**config.mk**
```make
export PLATFORM = sky130hd
export DESIGN_NAME = stable_priority_queue_core
export DESIGN_NICKNAME = d
export VERILOG_FILES = /design/src/hw/rtl/spq_pkg.sv /design/src/hw/rtl/spq_cell.sv /design/src/hw/rtl/stable_priority_queue_core.sv
export SDC_FILE = /design/constraint.sdc
export NUM_CORES = 2
export LEC_CHECK = 0
export ABC_CLOCK_PERIOD_IN_PS = 9100
export BUFFER_PORTS_ARGS = -buffer_cell sky130_fd_sc_hd__clkbuf_2
export CORE_UTILIZATION = 45
export DETAILED_ROUTE_END_ITERATION = 8
export PLACE_DENSITY = 0.57
export SYNTH_ARGS = -nofsm -noshare
export SYNTH_HDL_FRONTEND = slang
export SYNTH_HIERARCHICAL = 1
export SYNTH_SLANG_ARGS = --single-unit
```
**constraint.sdc**
```tcl
create_clock -name clk_i -period 9.1 [get_ports clk_i]
set_input_delay 1.82 -clock clk_i [delete_from_list [all_inputs] [get_ports clk_i]]
set_output_delay 1.82 -clock clk_i [all_outputs]
set_load 0.05 [all_outputs]
```
**src/hw/rtl/spq_pkg.sv**
```systemverilog
// Package for the stable priority queue: opcodes, status codes, defaults
// and the cell command struct. No dependencies.
package spq_pkg;

  localparam int unsigned CapacityDef     = 16;
  localparam int unsigned PriorityBitsDef = 8;
  localparam int unsigned ValueBits       = 32;

  typedef enum logic [1:0] {
    OP_PUSH = 2'd0,
    OP_POP  = 2'd1,
    OP_READ = 2'd2
  } opcode_e;

  typedef enum logic [1:0] {
    ST_OK        = 2'd0,
    ST_POP_EMPTY = 2'd1,
    ST_PUSH_FULL = 2'd2
  } status_e;

  typedef struct packed {
    logic push;
    logic pop;
  } spq_cmd_t;

endpackage

```
**src/hw/rtl/spq_cell.sv**
```systemverilog
// One slot of the sorted row: holds a value and priority, and shifts
// right on insert or left on pop. Depends on spq_pkg.
module spq_cell import spq_pkg::*; #(
  parameter int unsigned IDX           = 0,
  parameter int unsigned PRIORITY_BITS = PriorityBitsDef,
  parameter int unsigned CNT_W         = 5
) (
  input  logic                        clk_i,
  input  spq_cmd_t                    cmd_i,
  input  logic [CNT_W-1:0]            count_i,
  input  logic signed [ValueBits-1:0] new_value_i,
  input  logic [PRIORITY_BITS-1:0]    new_prio_i,
  input  logic                        left_keep_i,
  input  logic signed [ValueBits-1:0] left_value_i,
  input  logic [PRIORITY_BITS-1:0]    left_prio_i,
  input  logic signed [ValueBits-1:0] right_value_i,
  input  logic [PRIORITY_BITS-1:0]    right_prio_i,
  output logic                        keep_o,
  output logic signed [ValueBits-1:0] value_o,
  output logic [PRIORITY_BITS-1:0]    prio_o
);

  logic signed [ValueBits-1:0] value_q, value_d;
  logic [PRIORITY_BITS-1:0]    prio_q, prio_d;
  logic                        occ;

  assign occ    = CNT_W'(IDX) < count_i;
  // occupied and not more urgent-blocking: the new entry goes after this one
  assign keep_o = occ && (prio_q <= new_prio_i);

  always_comb begin
    value_d = value_q;
    prio_d  = prio_q;
    if (cmd_i.push) begin
      if (!left_keep_i) begin
        value_d = left_value_i;
        prio_d  = left_prio_i;
      end else if (!keep_o) begin
        value_d = new_value_i;
        prio_d  = new_prio_i;
      end
    end else if (cmd_i.pop) begin
      value_d = right_value_i;
      prio_d  = right_prio_i;
    end
  end

  always_ff @(posedge clk_i) begin
    value_q <= value_d;
    prio_q  <= prio_d;
  end

  assign value_o = value_q;
  assign prio_o  = prio_q;

endmodule

```
**src/hw/rtl/stable_priority_queue_core.sv**
```systemverilog
// Stable priority queue top level: a row of spq_cell slots plus count,
// status and output registers. Depends on spq_pkg and spq_cell.
//
// Takes one request per cycle: a push, pop or status read updates the whole
// row of cells in the cycle it is accepted, and its result is registered in a
// pending stage and then in the output register. Throughput is one request
// per cycle, set by the cell row shifting as each request is accepted.
// Requests are held off only while a result waits behind a stalled output.
module stable_priority_queue_core import spq_pkg::*; #(
  parameter int unsigned CAPACITY      = CapacityDef,
  parameter int unsigned PRIORITY_BITS = PriorityBitsDef,
  localparam int unsigned CNT_W        = $clog2(CAPACITY + 1)
) (
  input  logic                        clk_i,
  input  logic                        rst_ni,
  input  logic                        in_valid_i,
  output logic                        in_stall_o,
  input  logic [1:0]                  opcode_i,
  input  logic signed [ValueBits-1:0] item_value_i,
  input  logic [PRIORITY_BITS-1:0]    item_priority_i,
  output logic                        out_valid_o,
  input  logic                        out_stall_i,
  output logic signed [ValueBits-1:0] front_value_o,
  output logic signed [ValueBits-1:0] back_value_o,
  output logic [CNT_W-1:0]            entry_count_o,
  output logic                        is_empty_o,
  output logic [1:0]                  status_o
);

  logic [CNT_W-1:0] count_q, count_d;
  logic             pend_q, pend_d;
  status_e          pstat_q, pstat_d;
  logic             ovld_q, ovld_d;
  logic signed [ValueBits-1:0] front_q, back_q;
  logic [CNT_W-1:0] ocnt_q;
  logic             oempty_q;
  status_e          ostat_q;

  logic in_acc, move, is_push, is_pop, full, empty;
  spq_cmd_t cmd;
  logic signed [ValueBits-1:0] front_sel, back_sel;

  logic                        keep  [CAPACITY];
  logic signed [ValueBits-1:0] c_val [CAPACITY];
  logic [PRIORITY_BITS-1:0]    c_prio[CAPACITY];

  assign move       = pend_q && (!ovld_q || !out_stall_i);
  assign in_stall_o = pend_q && !move;
  assign in_acc     = in_valid_i && !in_stall_o;

  assign full     = count_q == CNT_W'(CAPACITY);
  assign empty    = count_q == '0;
  assign is_push  = opcode_i == OP_PUSH;
  assign is_pop   = opcode_i == OP_POP;
  assign cmd.push = in_acc && is_push && !full;
  assign cmd.pop  = in_acc && is_pop && !empty;

  for (genvar g = 0; g < CAPACITY; g++) begin : g_cell
    logic                        lk;
    logic signed [ValueBits-1:0] lv, rv;
    logic [PRIORITY_BITS-1:0]    lp, rp;
    if (g == 0) begin : g_first
      assign lk = 1'b1;
      assign lv = c_val[g];
      assign lp = c_prio[g];
    end else begin : g_mid
      assign lk = keep[g-1];
      assign lv = c_val[g-1];
      assign lp = c_prio[g-1];
    end
    if (g == CAPACITY - 1) begin : g_last
      assign rv = c_val[g];
      assign rp = c_prio[g];
    end else begin : g_inner
      assign rv = c_val[g+1];
      assign rp = c_prio[g+1];
    end
    spq_cell #(
      .IDX          (g),
      .PRIORITY_BITS(PRIORITY_BITS),
      .CNT_W        (CNT_W)
    ) u_cell (
      .clk_i        (clk_i),
      .cmd_i        (cmd),
      .count_i      (count_q),
      .new_value_i  (item_value_i),
      .new_prio_i   (item_priority_i),
      .left_keep_i  (lk),
      .left_value_i (lv),
      .left_prio_i  (lp),
      .right_value_i(rv),
      .right_prio_i (rp),
      .keep_o       (keep[g]),
      .value_o      (c_val[g]),
      .prio_o       (c_prio[g])
    );
  end

  always_comb begin
    count_d = count_q;
    pstat_d = pstat_q;
    pend_d  = move ? 1'b0 : pend_q;
    if (cmd.push) begin
      count_d = count_q + CNT_W'(1);
    end else if (cmd.pop) begin
      count_d = count_q - CNT_W'(1);
    end
    if (in_acc) begin
      pend_d = 1'b1;
      if (is_push && full) begin
        pstat_d = ST_PUSH_FULL;
      end else if (is_pop && empty) begin
        pstat_d = ST_POP_EMPTY;
      end else begin
        pstat_d = ST_OK;
      end
    end
  end

  // last entry is the one-hot cell at count - 1
  always_comb begin
    back_sel = '0;
    for (int i = 0; i < CAPACITY; i++) begin
      if (CNT_W'(i + 1) == count_q) begin
        back_sel = back_sel | c_val[i];
      end
    end
    front_sel = empty ? '0 : c_val[0];
  end

  assign ovld_d = move || (ovld_q && out_stall_i);

  always_ff @(posedge clk_i or negedge rst_ni) begin
    if (!rst_ni) begin
      count_q <= '0;
      pend_q  <= 1'b0;
      pstat_q <= ST_OK;
      ovld_q  <= 1'b0;
    end else begin
      count_q <= count_d;
      pend_q  <= pend_d;
      pstat_q <= pstat_d;
      ovld_q  <= ovld_d;
    end
  end

  always_ff @(posedge clk_i) begin
    if (move) begin
      front_q  <= front_sel;
      back_q   <= back_sel;
      ocnt_q   <= count_q;
      oempty_q <= empty;
      ostat_q  <= pstat_q;
    end
  end

  assign out_valid_o   = ovld_q;
  assign front_value_o = front_q;
  assign back_value_o  = back_q;
  assign entry_count_o = ocnt_q;
  assign is_empty_o    = oempty_q;
  assign status_o      = ostat_q;

endmodule

```
Word level (Yosys, flattened, before mapping)
Index checks and enable logic that the tools add are counted.
Operators by class
  muxes and demuxes: 144
  equal/unequal tests: 34
  reductions and logical operators: 54
  $add $sub $neg: 2
  bitwise logic cells: 15
  magnitude comparators: 32
Operator list (count)
  $mux 32: 77
  $mux 8: 61
  $or 32x32->32: 15
  $le 8x8->1: 16
  $ne 3x3->1 const B: 14
  $eq 4x5->1 const A: 8
  $lt 4x5->1 const A: 8
  $reduce_and 2->1: 16
  $logic_and 1x1->1: 26
  $eq 3x5->1 const A: 4
  $lt 3x5->1 const A: 4
  $eq 2x5->1 const A: 2
  $lt 1x5->1 const A: 2
  $lt 2x5->1 const A: 2
  $mux 5: 2
  $logic_not 1->1: 6
  $add 5x1->5 const B: 1
  $eq 1x5->1 const A: 1
  $eq 5x5->1 const A: 1
  $eq 5x5->1 const B: 1
  $logic_not 5->1: 1
  $sub 5x1->5 const B: 1
  $ne 2x2->1 const B: 2
  $reduce_bool 2->1: 2
  5 further kinds: 8
Word-level totals
  word-level logic and storage cells: 322
  output and inout bits: 74
  flip-flop bits (word level): 721

Depth between registers and ports, before layout
  depth in word-level cells: 32
  mapped depth: 11

Modules after synthesis
Netlist, hierarchy kept.
By module, submodules not included
  stable_priority_queue_core: times used 1, area each 6967.9 um^2, cells each 665
  spq_cell at g_cell[14].u_cell ...: times used 2, area each 2250.9 um^2, cells each 206
  spq_cell at g_cell[11].u_cell: times used 1, area each 2293.4 um^2, cells each 209
  spq_cell at g_cell[3].u_cell: times used 1, area each 2275.9 um^2, cells each 209
  spq_cell at g_cell[8].u_cell: times used 1, area each 2275.9 um^2, cells each 206
  spq_cell at g_cell[2].u_cell: times used 1, area each 2274.7 um^2, cells each 205
  spq_cell at g_cell[10].u_cell: times used 1, area each 2254.7 um^2, cells each 206
  spq_cell at g_cell[4].u_cell: times used 1, area each 2253.4 um^2, cells each 207
  spq_cell at g_cell[9].u_cell: times used 1, area each 2252.2 um^2, cells each 206
  spq_cell at g_cell[13].u_cell: times used 1, area each 2249.7 um^2, cells each 205
  spq_cell at g_cell[5].u_cell: times used 1, area each 2249.7 um^2, cells each 206
  spq_cell at g_cell[1].u_cell: times used 1, area each 2248.4 um^2, cells each 206
  spq_cell at g_cell[12].u_cell: times used 1, area each 2245.9 um^2, cells each 207
  spq_cell at g_cell[7].u_cell: times used 1, area each 2245.9 um^2, cells each 205
  +2 rows

Least setup slack after synthesis
OpenSTA, ideal clock, no wires.
  path kind: input-to-reg
  start point: input port out_stall_i
  end point: register back_q[0] (netlist: back_value_o[0]), enable pin
  setup slack: 1455 ps
  buffers on the path: 0
  stages on the path: 1
  library setup time: 612 ps
  arrival time: 7033 ps
  data required time: 8488 ps
  cell sequence: a21boi_0
Between the ends
  cells in the longest elaborated chain, start to end: 3
Ends and longest elaborated chain
  from (decl): RTL line stable_priority_queue_core.sv:22  | input logic out_stall_i,
  $logic_not 1->1: RTL line stable_priority_queue_core.sv:47  | assign move = pend_q && (!ovld_q || !out_stall_i);
  $logic_or 1x1->1: RTL line stable_priority_queue_core.sv:47
  $logic_and 1x1->1: RTL line stable_priority_queue_core.sv:47
  to (signal assigned): RTL line stable_priority_queue_core.sv:150  | back_q <= back_sel;
  to (decl): RTL line stable_priority_queue_core.sv:34  | logic signed [ValueBits-1:0] front_q, back_q;
Every way passes these cells.
A chain may end at the register's enable or synchronous reset.

Final worst setup path
  start point: input port item_priority_i[7]
  end point: register g_cell[1].u_cell.value_q[17], enable pin
Between the ends
  cells in the longest elaborated chain, start to end: 4
Ends and longest elaborated chain
  from (decl): RTL line stable_priority_queue_core.sv:20  | input logic [PRIORITY_BITS-1:0] item_priority_i,
  $le 8x8->1: RTL line spq_cell.sv:29  | assign keep_o = occ && (prio_q <= new_prio_i);
  $logic_and 1x1->1: RTL line spq_cell.sv:29
  net g_cell[1].lk: RTL line stable_priority_queue_core.sv:59  | logic lk;
  $ne 3x3->1 (no source line)
  $reduce_and 2->1 (no source line)
  to (signal assigned): RTL line spq_cell.sv:49  | value_q <= value_d;
  to (decl): RTL line spq_cell.sv:23  | logic signed [ValueBits-1:0] value_q, value_d;
The timed path passes the listed nets, and every way through them passes these cells.

==> flow_summary.json <==
{
  "place.gp.congestion": 0.837,
  "final_common_cell": "mux2i_1",
  "final_antenna_net_count": 0,
  "synth_warnings": 6,
  "drcViolationCount": 0,
  "clkTransAtPathRegs_ns": 0.06,
  "final_cell_mix": "724 x mux2i_1, 712 x edfxtp_1, 703 x a21oi_1",
  "antenna_found_initial": 5,
  "grt-ovfl-total": 0,
  "setup_violations": 0,
  "cts_tree": "built",
  "relSlewSlack": 0.166,
  "finalHoldViolCount": 0,
  "htreeDepth": 3,
  "outcome": "finished clean",
  "die_area_um2": 96900,
  "io_buffers": 119,
  "syn_inst": 3963,
  "min_from": "pstat_q[0]",
  "hold_buffers": 0,
  "wl_per_cell_um": 28.6,
  "syn_avg_cell_area_um2": 10.9,
  "max_freq_mhz": 185,
  "drv_cap": 0,
  "holdCritPathClass": "reg2reg",
  "power_density_nw_per_um2": 275,
  "critical_path.max_fanout": 37,
  "final_cells": 5290,
  "viasPerCell": 6.20,
  "regArea_um2": 21600,
  "cts_sinks": 721,
  "critPathLaunchType": "input pin",
  "worst_pin_slew_ns": 1.25,
  "cts_buffer_depth": 3,
  "reg2reg_from": "count_q[0]",
  "syn_nets": 4143,
  "post_cts_buffers": 0,
  "dr.pass1.iters": 6,
  "numCtsBuffers": 82,
  "vdd_drop_max_mv": 0.249,
  "end_kind": "register",
  "n_fill_cell": 8693,
  "utilization": 0.496,
  "dieHeight_um": 311,
  "grt_pass1_vias": 31300,
  "insertion_delay_ns": 0.67,
  "fin_skew_ns": 0.0255,
  "start_util": 0.454,
  "drt-initial-drc-count": 3873,
  "worst-r2r-cell-count": 9,
  "post_cts_resized": 0,
  "hold_depth": 0,
  "crit_arrival_ns": 5.71,
  "clockRootBuffer": "clkbuf_16",
  "period_needed_ns": 5.41,
  "grt_pass1_wl_um": 218000,
  "syn2layout_area_growth_pct": 9.32,
  "worstSetupPathType": "in2reg",
  "rows": 113,
  "grtUsageTotal": 0.306,
  "die_x_um": 311,
  "netlist_area_um2": 43100,
  "slew_violations": 0,
  "post-route-period-util": 0.594,
  "grt_max_degree": 263,
  "finalWirelength_um": 152000,
  "dp.cells": 5138,
  "leakage_nw": 18.1,
  "rsz0062_at_grt": "false",
  "crit_required_ns": 9.40,
  "vias": 32800,
  "multiInputGateArea_um2": 19600,
  "dp_hpwl_um": 88700,
  "tns_ns": 0,
  "final_nets": 4137,
  "coreArea_um2": 94900,
  "critPathLaunch": "item_priority_i[7]",
  "ios": 120,
  "drive_gt1_frac": 0.101
}
==> registers in the layout, summed over array words and instances, names as in the netlist <==
name	flops
count_q	5
g_cell.u_cell/value_o	512
pend_q	1
back_value_o	32
out_valid_o	1
front_value_o	32
entry_count_o	5
status_o	2
is_empty_o	1
g_cell.u_cell/prio_o	128
pstat_q	2
==> final timing paths <==
| kind | slack, ns | endpoint |
|---|---|---|
| max reg2reg | 3.95 | g_cell[7].u_cell/value_o[11] |
| min in group asynchronous | 1.01 | pstat_q[1] |
| max in group asynchronous | 7.84 | count_q[2] |
| min | 0.46 | status_o[0] |
| max | 3.69 | g_cell[1].u_cell/value_o[17] |
| min reg2reg | 0.46 | status_o[0] |
==> per-layer routing <==
metal / vias to the layer above / part of all wire / track usage
li1: 14800 / - / -
met1: 16200 / 0.43 / 0.439
met2: 1511 / 0.44 / 0.466
met3: 282 / 0.091 / 0.0582
met4: 4 / 0.034 / 0.100
met5: - / 0.00017 / 0
==> area by class of cell <==
type                       count  area share
sequential                   721       0.459
multi-input combinational   2820       0.417
clock buffer                 107      0.0465
tap                         1265      0.0336
timing repair buffer         199      0.0265
inverter                     133      0.0108
clock inverter                43     0.00678
antenna                        2    0.000106
==> per-stage QoR <==
| step | total power (W) | hold slack [ns] | instance area (um2) | setup slack (ns) |
|---|---|---|---|---|
| floorplan | 0.00794 | 0.425 | 43100 | 1.46 |
| global placement | 0.00964 | 0.432 | 44600 | 3.05 |
| detailed placement | 0.00965 | 0.439 | 44600 | 3.08 |
| CTS | 0.0129 | 0.453 | 47100 | 3.74 |
| global route | 0.0133 | 0.465 | 47100 | 3.59 |
| finish | 0.0129 | 0.461 | 47100 | 3.69 |
==> report_power, final <==
group | switching [W] | leakage (nW) | internal [W]
logic | 0.00347 | 10.1 | 0.00174
registers | 0.000330 | 6.72 | 0.00417
clock network | 0.00143 | 1.22 | 0.00181
==> critical path: stages <==
cell	delay [ns]
clkbuf_2	0.39
buf_4	0.31
inv_1	0.07
ha_1	0.31
nand4_1	0.10
nor2_1	0.15
a21oi_1	0.07
nor3_2	0.57
buf_4	0.88
nand2_1	0.10
o41a_2	0.47
buf_4	0.39
Note: power is estimated with default switching activity, not from simulation.
